<file path="src/rtl/lzd_pkg.sv">
// Shared types and constants for the LZSS stream decoder.
// No dependencies; imported by the front end, command queue, back end and top level.
package lzd_pkg;

  localparam int POS_BITS_DEF = 10;
  localparam int CMDQ_DEPTH   = 2;
  localparam int MIN_COUNT    = 3;

  localparam logic [15:0] FLAG_FILL  = 16'hFF00;
  localparam logic [7:0]  SPACE_BYTE = 8'h20;

  // One decoded token: a literal byte, or the two raw bytes of a match
  typedef struct packed {
    logic       is_match;
    logic [7:0] lo_byte;
    logic [7:0] hi_byte;
  } lzd_cmd_t;

endpackage

</file>
<file path="src/rtl/lzd_cmdq.sv">
// Short register queue of token requests between front end and back end.
// Depends on lzd_pkg.
module lzd_cmdq
  import lzd_pkg::*;
#(
  parameter int DEPTH = CMDQ_DEPTH
) (
  input  logic     clk,
  input  logic     rst_n,
  input  logic     push,
  input  lzd_cmd_t push_cmd,
  input  logic     pop,
  output lzd_cmd_t head,
  output logic     full,
  output logic     empty
);

  localparam int IdxW = (DEPTH > 1) ? $clog2(DEPTH) : 1;
  localparam int CntW = $clog2(DEPTH + 1);

  lzd_cmd_t        q_r [DEPTH];
  logic [IdxW-1:0] wp_r, rp_r;
  logic [CntW-1:0] cnt_r;
  logic            do_push, do_pop;

  assign full    = (cnt_r == CntW'(DEPTH));
  assign empty   = (cnt_r == '0);
  assign do_push = push && !full;
  assign do_pop  = pop && !empty;
  assign head    = q_r[rp_r];

  always_ff @(posedge clk) begin
    if (do_push) begin
      q_r[wp_r] <= push_cmd;
    end
  end

  always_ff @(posedge clk) begin
    if (!rst_n) begin
      wp_r  <= '0;
      rp_r  <= '0;
      cnt_r <= '0;
    end else begin
      if (do_push) begin
        wp_r <= (wp_r == IdxW'(DEPTH - 1)) ? '0 : wp_r + 1'b1;
      end
      if (do_pop) begin
        rp_r <= (rp_r == IdxW'(DEPTH - 1)) ? '0 : rp_r + 1'b1;
      end
      if (do_push && !do_pop) begin
        cnt_r <= cnt_r + 1'b1;
      end else if (do_pop && !do_push) begin
        cnt_r <= cnt_r - 1'b1;
      end
    end
  end

endmodule

</file>
<file path="config.mk">
export PLATFORM = sky130hd
export DESIGN_NAME = lzd_cmdq
export DESIGN_NICKNAME = d
export VERILOG_FILES = /design/src/rtl/lzd_pkg.sv /design/src/rtl/lzd_cmdq.sv
export SDC_FILE = /design/constraint.sdc
export NUM_CORES = 1
export LEC_CHECK = 0
export BUFFER_PORTS_ARGS = -buffer_cell sky130_fd_sc_hd__buf_2
export CAP_MARGIN = 25
export CORE_MARGIN = 1.5
export CORE_UTILIZATION = 54
export DETAILED_ROUTE_END_ITERATION = 8
export HOLD_SLACK_MARGIN = 0.12
export PLACE_DENSITY = 0.82
export SYNTH_ARGS = -nofsm -noshare
export SYNTH_HDL_FRONTEND = slang
export SYNTH_SLANG_ARGS = --single-unit
</file>
<file path="constraint.sdc">
create_clock -name clk -period 5 [get_ports clk]
set_input_delay 0.75 -clock clk [delete_from_list [all_inputs] [get_ports clk]]
set_output_delay 0.75 -clock clk [all_outputs]
set_load 0.005 [all_outputs]
</file>
### Word-level counts from Yosys, hierarchy flattened

Memories as Yosys holds them, arrays and structs flattened. A register that Yosys moved wholly into a read port is not among the register bits.
Index checks and enable logic that the tools add are counted.

* divide/modulo/power cells: 0
* equality and inequality tests: 1
* add/sub/neg operators: 4
* mux-type cells: 8
* $lt $le $gt $ge: 0
* reductions and logical operators: 10
* multiply operators: 0
* bitwise logic cells: 0
* shifts and indexed selects: 0

Operators with widths (count)
* 2-to-1 mux 1 bit: 6
* logical AND 1 bit: 4
* zero test 1 bit: 4
* 2-to-1 mux 2 bit: 2
* adder 1 bit, second input constant: 2
* adder 2 x 1 -> 2 bit, second input constant: 1
* equality test 2 bit, second input constant: 1
* zero test 2 bit: 1
* nonzero test 2 bit: 1
* subtractor 2 x 1 -> 2 bit, second input constant: 1

* output and inout port bits: 19
* memory bits (writable): 34
* word-level logic and storage cells: 27
* register bits after elaboration: 4
* memories kept: 1
* memory bits (read-only): 0
* latch bits: 0
* bits of input ports: 21

Memories
* q_r: depth 2, width 17, read ports 1, clocked after Yosys merged registers in 1, wr ports 1, line lzd_cmdq.sv:21 `lzd_cmd_t q_r [DEPTH];`

### Longest topological paths before layout

* word-level depth: 7
* mapped depth: 7
* depth with buffers taken out: 7

### Worst setup path after synthesis

No wires, ideal clock.

* path type: input -> register
* start point: input push
* end point: memory q_r[0][0] (netlist name), enable pin
* required time: 4610 ps
* arrival time: 1557 ps
* setup slack: 3054 ps
* library setup time: 390 ps
* buffers on the path: 0
* stages on the path: 2
* cells stage by stage: inv_1 > nor3_2

* longest elaborated chain between the ends: 3

Ends and longest elaborated chain
* from (decl): line lzd_cmdq.sv:10 `input logic push,`
* logical AND 1 bit: line lzd_cmdq.sv:28 `assign do_push = push && !full;`
* 2-to-1 mux 1 bit: line lzd_cmdq.sv:33 `if (do_push) begin`
* 2-to-1 mux 1 bit (not written as such): line lzd_cmdq.sv:34 `q_r[wp_r] <= push_cmd;`
* to (decl): line lzd_cmdq.sv:21

No other way between the ends.

==> impl_metrics.toml <==
[logic_synthesis]
synth.avg_cell_area_um2 = 18.7
yosysWarnings = 0
syn-cell-area_um2 = 1460
synth_seq_cells = 39
seq_area_frac_synth = 0.768
ys_types = 21
synth_nets = 100
syn_inst = 78

[clock_network]
cts_tree = "yes"
numCtsBuffers = 5
clk_latency_ps = 330
root_buffer = "clkbuf_4"
cts_max_path_buffers = 2
clkTransAtPathRegs_ps = 100
post_cts_buffers = 0
cts_sinks = 39
htreeDepth = 2
cts_resized = 0
cts_hold_buf = 0

[route]
dr.pass1.iters = 2
routed_wl_um = 2170
drtIter0Drc = 15
wl_per_cell_um = 14.1
drc = 0
routed-via-count = 799
vias_per_cell = 5.19
final_antenna_net_count = 0

[global_routing]
antenna_found_initial = 0
grt_pass1_wl_um = 3170
grt_usage = 0.166
grt.overflow.total = 0
grt_max_degree = 18
grt_pass1_vias = 714

[sta]
fin_setup_tns_ps = 0
rsz0062_at_grt = "false"
finalCriticalPeriod_ps = 2420
fin_crit_sh = 0.485
setup_viol = 0
hold_violations = 0
worstMarginPinSlew_ps = 809
timing.hold.ws_ps = 538
max_clock_freq_ghz = 0.412
slew_viol_final = 0
maxSlewHeadroom = 0.461
clock_skew_ps = 9.59

[pwr]
p_leak_uw = 0.000674
ir_drop_v = 0.000329
p_per_area_nw_per_um2 = 465

[layout]
postLayoutCoreUtil = 0.692
fill_cells = 188
fin_area_um2 = 1750
layout_commonest_cell = "buf_2"
drive_gt1_frac = 0.524
final_cell_mix = "39 x buf_2, 34 x edfxtp_1, 17 x mux2_2"
fin_nets = 145
n_antenna_cell = 0
syn2layout_area_growth_pct = 19.6

[floorplan]
num_rows = 18
initial_core_util = 0.578
die_x_um = 55.0
dieArea_um2 = 3020
die_h_um = 55.0
core_um2 = 2520
pin_count = 40

[worst_hold_path]
hold_path_class = "flip-flop to flip-flop"

[worst_setup_path]
critical_path_required_ps = 4250
crit_type = "flip-flop to output port"
path_max_fanout = 17
cp-start-kind = "flip-flop"
crit_path_end_kind = "output port"
crit_arrival_ps = 1670

[placement]
portBuffers = 39
dpl_cell_area_um2 = 1690
place.detailed.hpwl_um = 1470
gp_congestion = 0.638

[outcome]
status = "finished, final reports clean"

[run]
max_cap_viol_count = 0
==> routing by layer <==
metal | track usage | up-vias | part of all wire
li1 | - | 383 | -
met1 | 0.186 | 381 | 0.39
met2 | 0.270 | 28 | 0.52
met3 | 0.0565 | 7 | 0.065
met4 | 0.110 | 0 | 0.023
met5 | 0 | - | 0
==> worst max-delay path, cell delays in order (launching register included) <==
cell	delay (ps)
dfxtp_1	810
mux2_2	410
buf_2	130
==> final timing paths <==
path | startpoint | end | slack (ps) | cells past startpoint
max | flip-flop | head[0] | 2580 | 2
min | cnt_r[1] | cnt_r[1] | 540 | 2
max reg2reg | cnt_r[0] | q_r[0][12] | 3180 | 4
min reg2reg | cnt_r[1] | cnt_r[1] | 540 | 2
==> power breakdown <==
| group | internal (uW) | switching, uW | total, uW |
|---|---|---|---|
| logic | 119 | 88.1 | 207 |
| clock network | 67.4 | 87.6 | 155 |
| registers | 412 | 36.7 | 448 |
==> area by class of cell <==
| class | count | area, um2 | area share |
|---|---|---|---|
| well taps | 30 | 37.5 | 0.0215 |
| clock inverters | 1 | 3.75 | 0.00215 |
| repair buffers | 40 | 203 | 0.116 |
| flip-flops and latches | 39 | 1120 | 0.642 |
| clock buffers | 7 | 55.1 | 0.0315 |
| multi-input cells | 35 | 318 | 0.182 |
| inverters | 2 | 7.51 | 0.00430 |
==> Yosys cell counts <==
cell type	count	area, um2
edfxtp_1	34	1020
mux2_2	17	191
dfxtp_1	5	100
and2_1	3	18.8
nor2_1	2	7.51
xnor2_1	2	17.5
a21boi_0	1	7.51
a21boi_1	1	7.51
and3_1	1	6.26
buf_2	1	5.00
buf_4	1	7.51
ha_1	1	12.5
inv_1	1	3.75
inv_2	1	3.75
nand2b_1	1	6.26
nor3_2	1	10.0
o21a_1	1	7.51
o21ai_0	1	5.00
o21ai_1	1	5.00
or3_1	1	6.26
xor2_1	1	8.76
==> cells by family after synthesis <==
group / Yosys count / synth area share
AND/OR/NAND/NOR: 9 / 0.0377
multiplexers: 17 / 0.131
XOR/XNOR: 3 / 0.0180
buffers and inverters: 4 / 0.0137
AO/OA/AOI/OAI: 5 / 0.0223
adder cells (fa/ha/maj): 1 / 0.00857
flip-flops: 39 / 0.768
==> state kept, by name, indices dropped and copies added, names as in the netlist, named ones only <==
name and count:
rp_r 1, q_r 34, cnt_r 2, wp_r 1
==> metrics by stage <==
step	setup WS (ps)	std cells	power [uW]
floorplan	3050	78	584
global placement	2860	146	658
detailed placement	2870	146	665
CTS	2520	154	823
global route	2440	154	862
finish	2580	154	811
Note: power is estimated with default switching activity, not from simulation.
