File: config.mk
export PLATFORM = sky130hd
export DESIGN_NAME = lzd_front
export DESIGN_NICKNAME = d
export VERILOG_FILES = /design/src/rtl/lzd_pkg.sv /design/src/rtl/lzd_front.sv
export SDC_FILE = /design/constraint.sdc
export NUM_CORES = 1
export LEC_CHECK = 0
export ABC_AREA = 1
export BUFFER_PORTS_ARGS = -buffer_cell sky130_fd_sc_hd__buf_2
export CORE_ASPECT_RATIO = 2
export CORE_MARGIN = 2
export CORE_UTILIZATION = 25
export DETAILED_ROUTE_END_ITERATION = 8
export PLACE_DENSITY = 0.46
export SYNTH_ARGS = -nofsm -noshare
export SYNTH_HDL_FRONTEND = slang
export SYNTH_SLANG_ARGS = --single-unit
export TNS_END_PERCENT = 30
File: constraint.sdc
create_clock -name clk -period 1.08 [get_ports clk]
set_input_delay 0.162 -clock clk [delete_from_list [all_inputs] [get_ports clk]]
set_output_delay 0.162 -clock clk [all_outputs]
set_load 0.005 [all_outputs]
File: src/rtl/lzd_pkg.sv
// Shared types and constants for the LZSS stream decoder.
// No dependencies; imported by the front end, command queue, back end and top level.
package lzd_pkg;

  localparam int POS_BITS_DEF = 10;
  localparam int CMDQ_DEPTH   = 2;
  localparam int MIN_COUNT    = 3;

  localparam logic [15:0] FLAG_FILL  = 16'hFF00;
  localparam logic [7:0]  SPACE_BYTE = 8'h20;

  // One decoded token: a literal byte, or the two raw bytes of a match
  typedef struct packed {
    logic       is_match;
    logic [7:0] lo_byte;
    logic [7:0] hi_byte;
  } lzd_cmd_t;

endpackage

File: src/rtl/lzd_front.sv
// Front end: takes compressed bytes, tracks flag bits and emits token requests.
// Depends on lzd_pkg.
module lzd_front
  import lzd_pkg::*;
(
  input  logic     clk,
  input  logic     rst_n,
  input  logic     take,
  input  logic [7:0] in_byte,
  output logic     cmd_push,
  output lzd_cmd_t cmd
);

  typedef enum logic [2:0] {
    PH_FLAG  = 3'b001,
    PH_TOKEN = 3'b010,
    PH_MATCH = 3'b100
  } lzd_phase_t;

  lzd_phase_t  phase_r, phase_nxt;
  logic [15:0] flag_r, flag_nxt;
  logic [7:0]  held_r, held_nxt;

  always_comb begin
    phase_nxt = phase_r;
    flag_nxt  = flag_r;
    held_nxt  = held_r;
    cmd_push  = 1'b0;
    cmd       = '{is_match: 1'b0, lo_byte: in_byte, hi_byte: in_byte};
    if (take) begin
      unique case (phase_r)
        PH_TOKEN: begin
          if (flag_r[0]) begin
            cmd_push  = 1'b1;
            flag_nxt  = flag_r >> 1;
            phase_nxt = flag_r[9] ? PH_TOKEN : PH_FLAG;
          end else begin
            held_nxt  = in_byte;
            phase_nxt = PH_MATCH;
          end
        end
        PH_MATCH: begin
          cmd_push     = 1'b1;
          cmd.is_match = 1'b1;
          cmd.lo_byte  = held_r;
          flag_nxt     = flag_r >> 1;
          phase_nxt    = flag_r[9] ? PH_TOKEN : PH_FLAG;
        end
        default: begin
          // flag byte: eight tokens follow, marker ones above them
          flag_nxt  = 16'(in_byte) | FLAG_FILL;
          phase_nxt = PH_TOKEN;
        end
      endcase
    end
  end

  always_ff @(posedge clk) begin
    if (!rst_n) begin
      phase_r <= PH_FLAG;
      flag_r  <= '0;
      held_r  <= '0;
    end else begin
      phase_r <= phase_nxt;
      flag_r  <= flag_nxt;
      held_r  <= held_nxt;
    end
  end

  a_push_only_on_token: assert property (@(posedge clk) disable iff (!rst_n)
    cmd_push |-> (phase_r == PH_TOKEN || phase_r == PH_MATCH))
    else $error("token request raised while awaiting a flag byte");

endmodule

Word-level counts from Yosys, hierarchy flattened. Index checks and enable logic that the tools add are counted.

Logic and storage cells: 20. Input port bits: 11. Output and inout bits: 18. Bits in registers: 27.

Bitwise logic cells: 1. Reduce and logical (&&, ||, !) cells: 2. Equal/unequal tests: 3. Muxes and demuxes: 10.

Operators with widths (count): 16-bit one-hot mux with 2 select lines (1); 9-bit two-way mux (2); 16-bit two-way mux (1); 3-bit one-hot mux with 2 select lines (1); 3-bit by 2-bit == test with 1-bit output (second input constant) (1); 3-bit == test (second input constant) (1); 3-bit two-way mux (1); 3-bit AND reduction (1); 1-bit two-way mux (2); 2-bit two-way mux (1); 2-bit inequality test (second input constant) (1); 1-bit one-hot mux with 2 select lines (1); 2-bit AND reduction (1); 1-bit NOT (1).

Longest topological paths before layout. Gate-level depths: netlist of run 1.

Depth in word-level cells: 3. Depth in mapped cells: 9. Mapped depth without buffers: 9.

Worst setup path after synthesis of run 1. No wires, ideal clock.

Path type: reg2out. Start: register phase_r[1]. End: output cmd[8] (netlist bit). Setup slack: -126 ps. Data arrival time: 1044 ps. Required time: 918 ps. Stages on the path, launching flop included: 5. Cell sequence: dfxtp_1 nor2_2 nand2_4 nor2_4 mux2_2.

RTL lines: start: declaration (RTL line lzd_front.sv:20) `lzd_phase_t phase_r, phase_nxt;`; start signal: assignment (RTL line lzd_front.sv:64) `phase_r <= phase_nxt;`; end: declaration (RTL line lzd_front.sv:11) `output lzd_cmd_t cmd`.

==> results of run 1 <==
-- what timing repair did --
action                                  CTS  global route
pin swaps                                 5             1
endpoints found under the setup margin   37            37
gates resized for setup                  21            17
gates cloned                              0             1
setup buffers                             6             3
-- power by group through the flow --
stage | clock (mW) | combinational, mW | sequential (mW)
after global routing | 0.679 | 0.476 | 1.11
after CTS | 0.646 | 0.408 | 1.10
after detailed placement | 0 | 0.369 | 1.12
final | 0.613 | 0.420 | 1.10
after global placement | 0 | 0.368 | 1.12
after floorplan | 0 | 0.246 | 1.11
-- layer usage --
layer	share of wire [%]	global-route usage, %	routed length [um]
met5	0	0	0
met4	2.6	6.20	98
met3	2.3	1.29	85
met2	58	24.4	2160
met1	37	11.4	1360
-- cell type report --
type	count	area, sq um	area share (%)
Clock buffer	3	41.3	2.15
Clock inverter	1	7.51	0.390
Inverter	27	103	5.34
Multi-Input combinational cell	136	714	37.2
Sequential cell	27	547	28.4
Tap cell	60	75.1	3.90
Timing Repair Buffer	58	435	22.6
-- sequential cells by signal, summed over array words and instances (netlist names) --
register  flops
phase_r       3
flag_r       16
held_r        8
-- cells in the mapped netlist --
| master | instances |
|---|---|
| nand2_1 | 44 |
| nor2_1 | 37 |
| dfxtp_1 | 27 |
| inv_1 | 25 |
| a21oi_1 | 17 |
| o21ai_0 | 16 |
| buf_4 | 12 |
| nand3_1 | 8 |
| nor2_2 | 4 |
| nand2_4 | 3 |
| buf_6 | 2 |
| clkbuf_1 | 2 |
| clkinv_2 | 1 |
| inv_2 | 1 |
| mux2_2 | 1 |
| nand2_2 | 1 |
| nand3_4 | 1 |
| nand3b_4 | 1 |
| nand4_1 | 1 |
| nor2_4 | 1 |
| o21ai_4 | 1 |
-- stage by stage --
stage	utilization (%)	total power, mW	hold slack [ns]
after global routing	35.2	2.26	0.146
after detailed placement	31.3	1.49	0.454
after global placement	31.3	1.49	0.437
final	35.2	2.13	0.139
after CTS	34.1	2.15	0.133
after floorplan	-	1.36	0.285
-- cells by family after synthesis --
| logic type | count (synthesis) | share of synthesized area [%] |
|---|---|---|
| AO/OA/AOI/OAI | 34 | 12.8 |
| buffers and inverters | 43 | 15.7 |
| flip-flops | 27 | 38.1 |
| multiplexers | 1 | 0.793 |
| AND/OR/NAND/NOR | 101 | 32.7 |
-- final timing paths --
check	end	slack, ns	cells past startpoint
worst max-delay path	cmd[8]	-0.47	5
worst min-delay path	held_r[5]	0.14	3
worst max register to register	flag_r[4]	-0.38	9
worst min register to register	flag_r[8]	0.46	2
-- critical path, delay by kind of cell (launching register included) --
kind,cells,cell delay [ns]
buffers and inverters,1,0.11
multiplexers,1,0.32
flip-flops,1,0.37
AND/OR/NAND/NOR,3,0.30
==> run_results.csv, run 1 <==
group,metric,value,unit
run_status,outcome,"complete, but fails checks",
run_status,violations,"setup timing",
placed_design,dp_hpwl,2620,um
routing,viasPerCell,4.33,
die,rows,38,
power_and_ir_drop,clkPwrFrac,28.8,%
routing,vias,1352,
die,ioPinCount,29,
global_route,grt_pass1_wl,6110,um
final_layout,layout-drive-gt1-share,35.7,%
worst_setup_path,slowest_delay,0.37,ns
routing,firstDrtPassIters,4,
placed_design,port_buffers,28,
worst_setup_path,critPathLaunch,"phase_r[1]",
worst_setup_path,r2r-start,"phase_r[0]",
global_route,grt_antenna_before_repair,0,
worst_setup_path,cp_max_fo,4,
timing,post-route-worst-setup-slack,-0.472,ns
synth,ys_ff_latch,27,
worst_setup_path,start_kind,"flip-flop",
worst_setup_path,arrival,1.39,ns
final_layout,final_common_cell,"nand2_1",
synth,synth.area.top_cells,"dfxtp_1, nand2_1, nor2_1",
placed_design,routabilityCongestion,0.706,
power_and_ir_drop,pwr-share-seq,51.5,%
timing,finalCriticalPeriod,1.55,ns
flow_run,cap_violations,0,
cts,worstSkewPairLatency,0.28,ns
synth,ys_types,21,
final_layout,final_cells,312,
global_route,grt_overflow,0,
synth,synth_cells,206,
final_layout,area_growth,35.4,%
global_route,grt_start_max_net_pins,19,
routing,ant_nets,0,
worst_setup_path,cpMostUsedCell,"nor2_4",
synth,synth_top_area_share,38.1,%
die,start_util,26.0,%
cts,clk_path_buf_depth,2,
power_and_ir_drop,swShare,28.4,%
synth,syn_area_per_cell,6.89,sq um
worst_setup_path,crit_required,0.92,ns
cts,cts_sinks,27,
placed_design,dp_slack,-0.196,ns
synth,yosysWarnings,0,
timing,skew,0.00332,ns
power_and_ir_drop,p_comb_share,19.7,%
worst_hold_path,hold_start,"in_byte[5]",
timing,rsz0062_at_grt,"true",
final_layout,fillerInstances,599,
synth,synth_area_leader_cell,"dfxtp_1",
final_layout,layout_common_cells,"nand2_1, nor2_1, buf_2",
timing,hold_viol,0,
cts,tritoncts.num_buffers,3,
worst_setup_path,worstSetupPathType,"reg2out",
routing,wl_per_cell,11.9,um
timing,setup_tns,-12.21,ns
power_and_ir_drop,pwr_density_cell,1110,nW/um^2
global_route,track_usage,12.2,%
power_and_ir_drop,leakage,0.936,nW
worst_setup_path,crit_chain,"nor2_4 -> nand2_4 -> nor2_4 -> mux2_4 -> buf_6",
synth,ys_seq_area_share,38.1,%
placed_design,place_area,1710,sq um
synth,syn_area,1420,sq um
worst_setup_path,endpoint_kind,"output pin",
placed_design,dp.cells,298,
die,design.die.area,6340,sq um
die,design.core.area,5470,sq um
worst_setup_path,crit_slowest_cell,"dfxtp_4",
cts,htreeDepth,1,
final_layout,post-route-cell-area,1920,sq um
cts,postCtsHoldBufs,0,
synth,synth_nets,217,
cts,tritoncts,"yes",
global_route,grt_pass1_vias,1358,
worst_hold_path,min_path_type,"in2reg",
timing,setup_viol,37,
routing,drt-total-wl,3710,um
power_and_ir_drop,intPower,1.52,mW
timing,maxSlewHeadroom,85.1,%
routing,drc,0,
power_and_ir_drop,ir_worst_vdd,0.594,mV
die,fp.dieW,57.3,um
routing,drt_iter0_drc,35,
die,fp.dieH,111,um
timing,worst_pin_slew,0.223,ns
cts,path_clk_slew,0.10,ns
power_and_ir_drop,switchingPower,0.606,mW
final_layout,nets,264,
timing,slew_viol_final,0,
timing,clock.fmax,0.644,GHz
cts,clk_root_buffer_cell,"clkbuf_8",
timing,layout_worst_path_cycle_share,144,%
final_layout,diodes,0,
No activity file was read; power rests on OpenSTA's default activity.
==> run 2: changes to the inputs <==
CORE_UTILIZATION = 36   (was 25)
PLACE_DENSITY = 0.6   (was 0.46)
==> run 2 against run 1 <==
The flow still finishes with violations (setup timing). Core utilization up 14 points. Hold slack better by 0.0090 ns. Global-route usage up 3.1 points. Critical path type unchanged. Critical endpoint unchanged. Largest cell class unchanged. Largest power group unchanged.
==> run_results.csv, run 2 (synthesis results as in run 1) <==
group,metric,value,unit
run_status,outcome,"complete, but fails checks",
run_status,violations,"setup timing",
power_and_ir_drop,ir_worst_vdd,0.839,mV
die,ioPinCount,29,
global_route,track_usage,15.3,%
timing,setup_viol,37,
placed_design,dp.cells,286,
routing,drc,0,
power_and_ir_drop,design_power_total,2.08,mW
final_layout,reg_top3,"flag_r (16), held_r (8), phase_r (3)",
final_layout,nets,257,
die,design.core.area,3800,sq um
final_layout,area_growth,30.9,%
worst_setup_path,start_kind,"flip-flop",
timing,finalCriticalPeriod,1.52,ns
die,start_util,37.3,%
power_and_ir_drop,pwr_density_cell,1120,nW/um^2
global_route,grt_pass1_wl,5490,um
cts,htreeDepth,1,
cts,clk_path_buf_depth,2,
worst_setup_path,arrival,1.35,ns
global_route,grt_start_max_net_pins,17,
worst_setup_path,endpoint_kind,"output pin",
timing,setup_tns,-11.07,ns
cts,path_clk_slew,0.09,ns
worst_hold_path,min_path_type,"in2reg",
routing,viasPerCell,4.47,
routing,drt_iter0_drc,25,
placed_design,place_area,1680,sq um
cts,clk_root_buffer_cell,"clkbuf_8",
timing,worst_pin_slew,0.177,ns
die,design.die.area,4490,sq um
final_layout,largest-register,"flag_r",
placed_design,port_buffers,28,
worst_setup_path,crit_required,0.92,ns
final_layout,final_cells,296,
routing,wl_per_cell,10.6,um
timing,post-route-worst-setup-slack,-0.436,ns
die,fp.dieW,48.4,um
die,fp.dieH,92.8,um
cts,postCtsHoldBufs,0,
flow_run,cap_violations,0,
cts,cts_sinks,27,
final_layout,diodes,0,
timing,rsz0062_at_grt,"true",
final_layout,final_common_cell,"nand2_1",
cts,worstSkewPairLatency,0.27,ns
final_layout,largest_register_ffs,16,
timing,layout_worst_path_cycle_share,140,%
timing,slew_viol_final,0,
worst_setup_path,worstSetupPathType,"reg2out",
cts,tritoncts.num_buffers,3,
timing,clock.fmax,0.660,GHz
placed_design,routabilityCongestion,0.767,
routing,firstDrtPassIters,4,
final_layout,layout-drive-gt1-share,32.2,%
die,rows,32,
cts,tritoncts,"yes",
global_route,grt_overflow,0,
worst_setup_path,cp_max_fo,2,
final_layout,layout_common_cells,"nand2_1, nor2_1, buf_2",
global_route,grt_antenna_before_repair,0,
timing,maxSlewHeadroom,88.2,%
final_layout,post-route-cell-area,1860,sq um
routing,drt-total-wl,3140,um
routing,vias,1322,
timing,hold_viol,0,
routing,ant_nets,0,
power_and_ir_drop,leakage,0.898,nW
placed_design,dp_hpwl,2380,um
timing,skew,0.00223,ns
global_route,grt_pass1_vias,1275,
run 2: final timing paths:
kind | from | end | slack, ns | depth (start not counted)
worst max register to register | phase_r[0] | flag_r[13] | -0.33 | 8
worst min register to register | flag_r[8] | flag_r[8] | 0.48 | 2
worst min-delay path | in_byte[5] | held_r[5] | 0.15 | 3
worst max-delay path | phase_r[0] | cmd[8] | -0.44 | 5
run 2: stage by stage:
step	hold slack [ns]	setup WS, ns	util [%]
after global routing	0.157	-0.504	48.9
after floorplan	0.285	-0.103	-
after CTS	0.162	-0.437	47.2
after detailed placement	0.453	-0.198	44.1
after global placement	0.442	-0.194	44.1
final	0.148	-0.436	48.9
run 2: what timing repair did:
item	4_1_cts	5_1_grt
pin swaps	5	3
endpoints found under the setup margin	37	37
buffers inserted	5	1
resized for setup	12	15
run 2: critical path: stages, from the launching register on:
cell and delay (ns):
dfxtp_2 0.34, nor2_4 0.12, nand2_4 0.07, nor2_4 0.12, mux2_4 0.31, buf_6 0.11
run 2: metal layers:
metal  share of wire (%)  vias to the layer above  GRT usage, %
met4                 2.4                        0          8.10
met2                  57                       22          29.7
met1                  38                      587          15.9
met5                   0                        -             0
li1                    -                      709             -
met3                 2.4                        4          1.13
run 2: report_power, final:
part / internal [mW] / leakage (nW) / switching, mW / total (mW)
Combinational: 0.190 / 0.653 / 0.210 / 0.400
Sequential: 1.06 / 0.223 / 0.0359 / 1.09
Clock: 0.261 / 0.0217 / 0.320 / 0.581
run 2: area by class of cell:
class	count	area [sq um]
fill	396	1940
multi-input combinational	136	712
sequential	27	546
timing repair buffer	51	383
inverter	27	106
tap	51	63.8
clock buffer	3	41.3
clock inverter	1	7.51
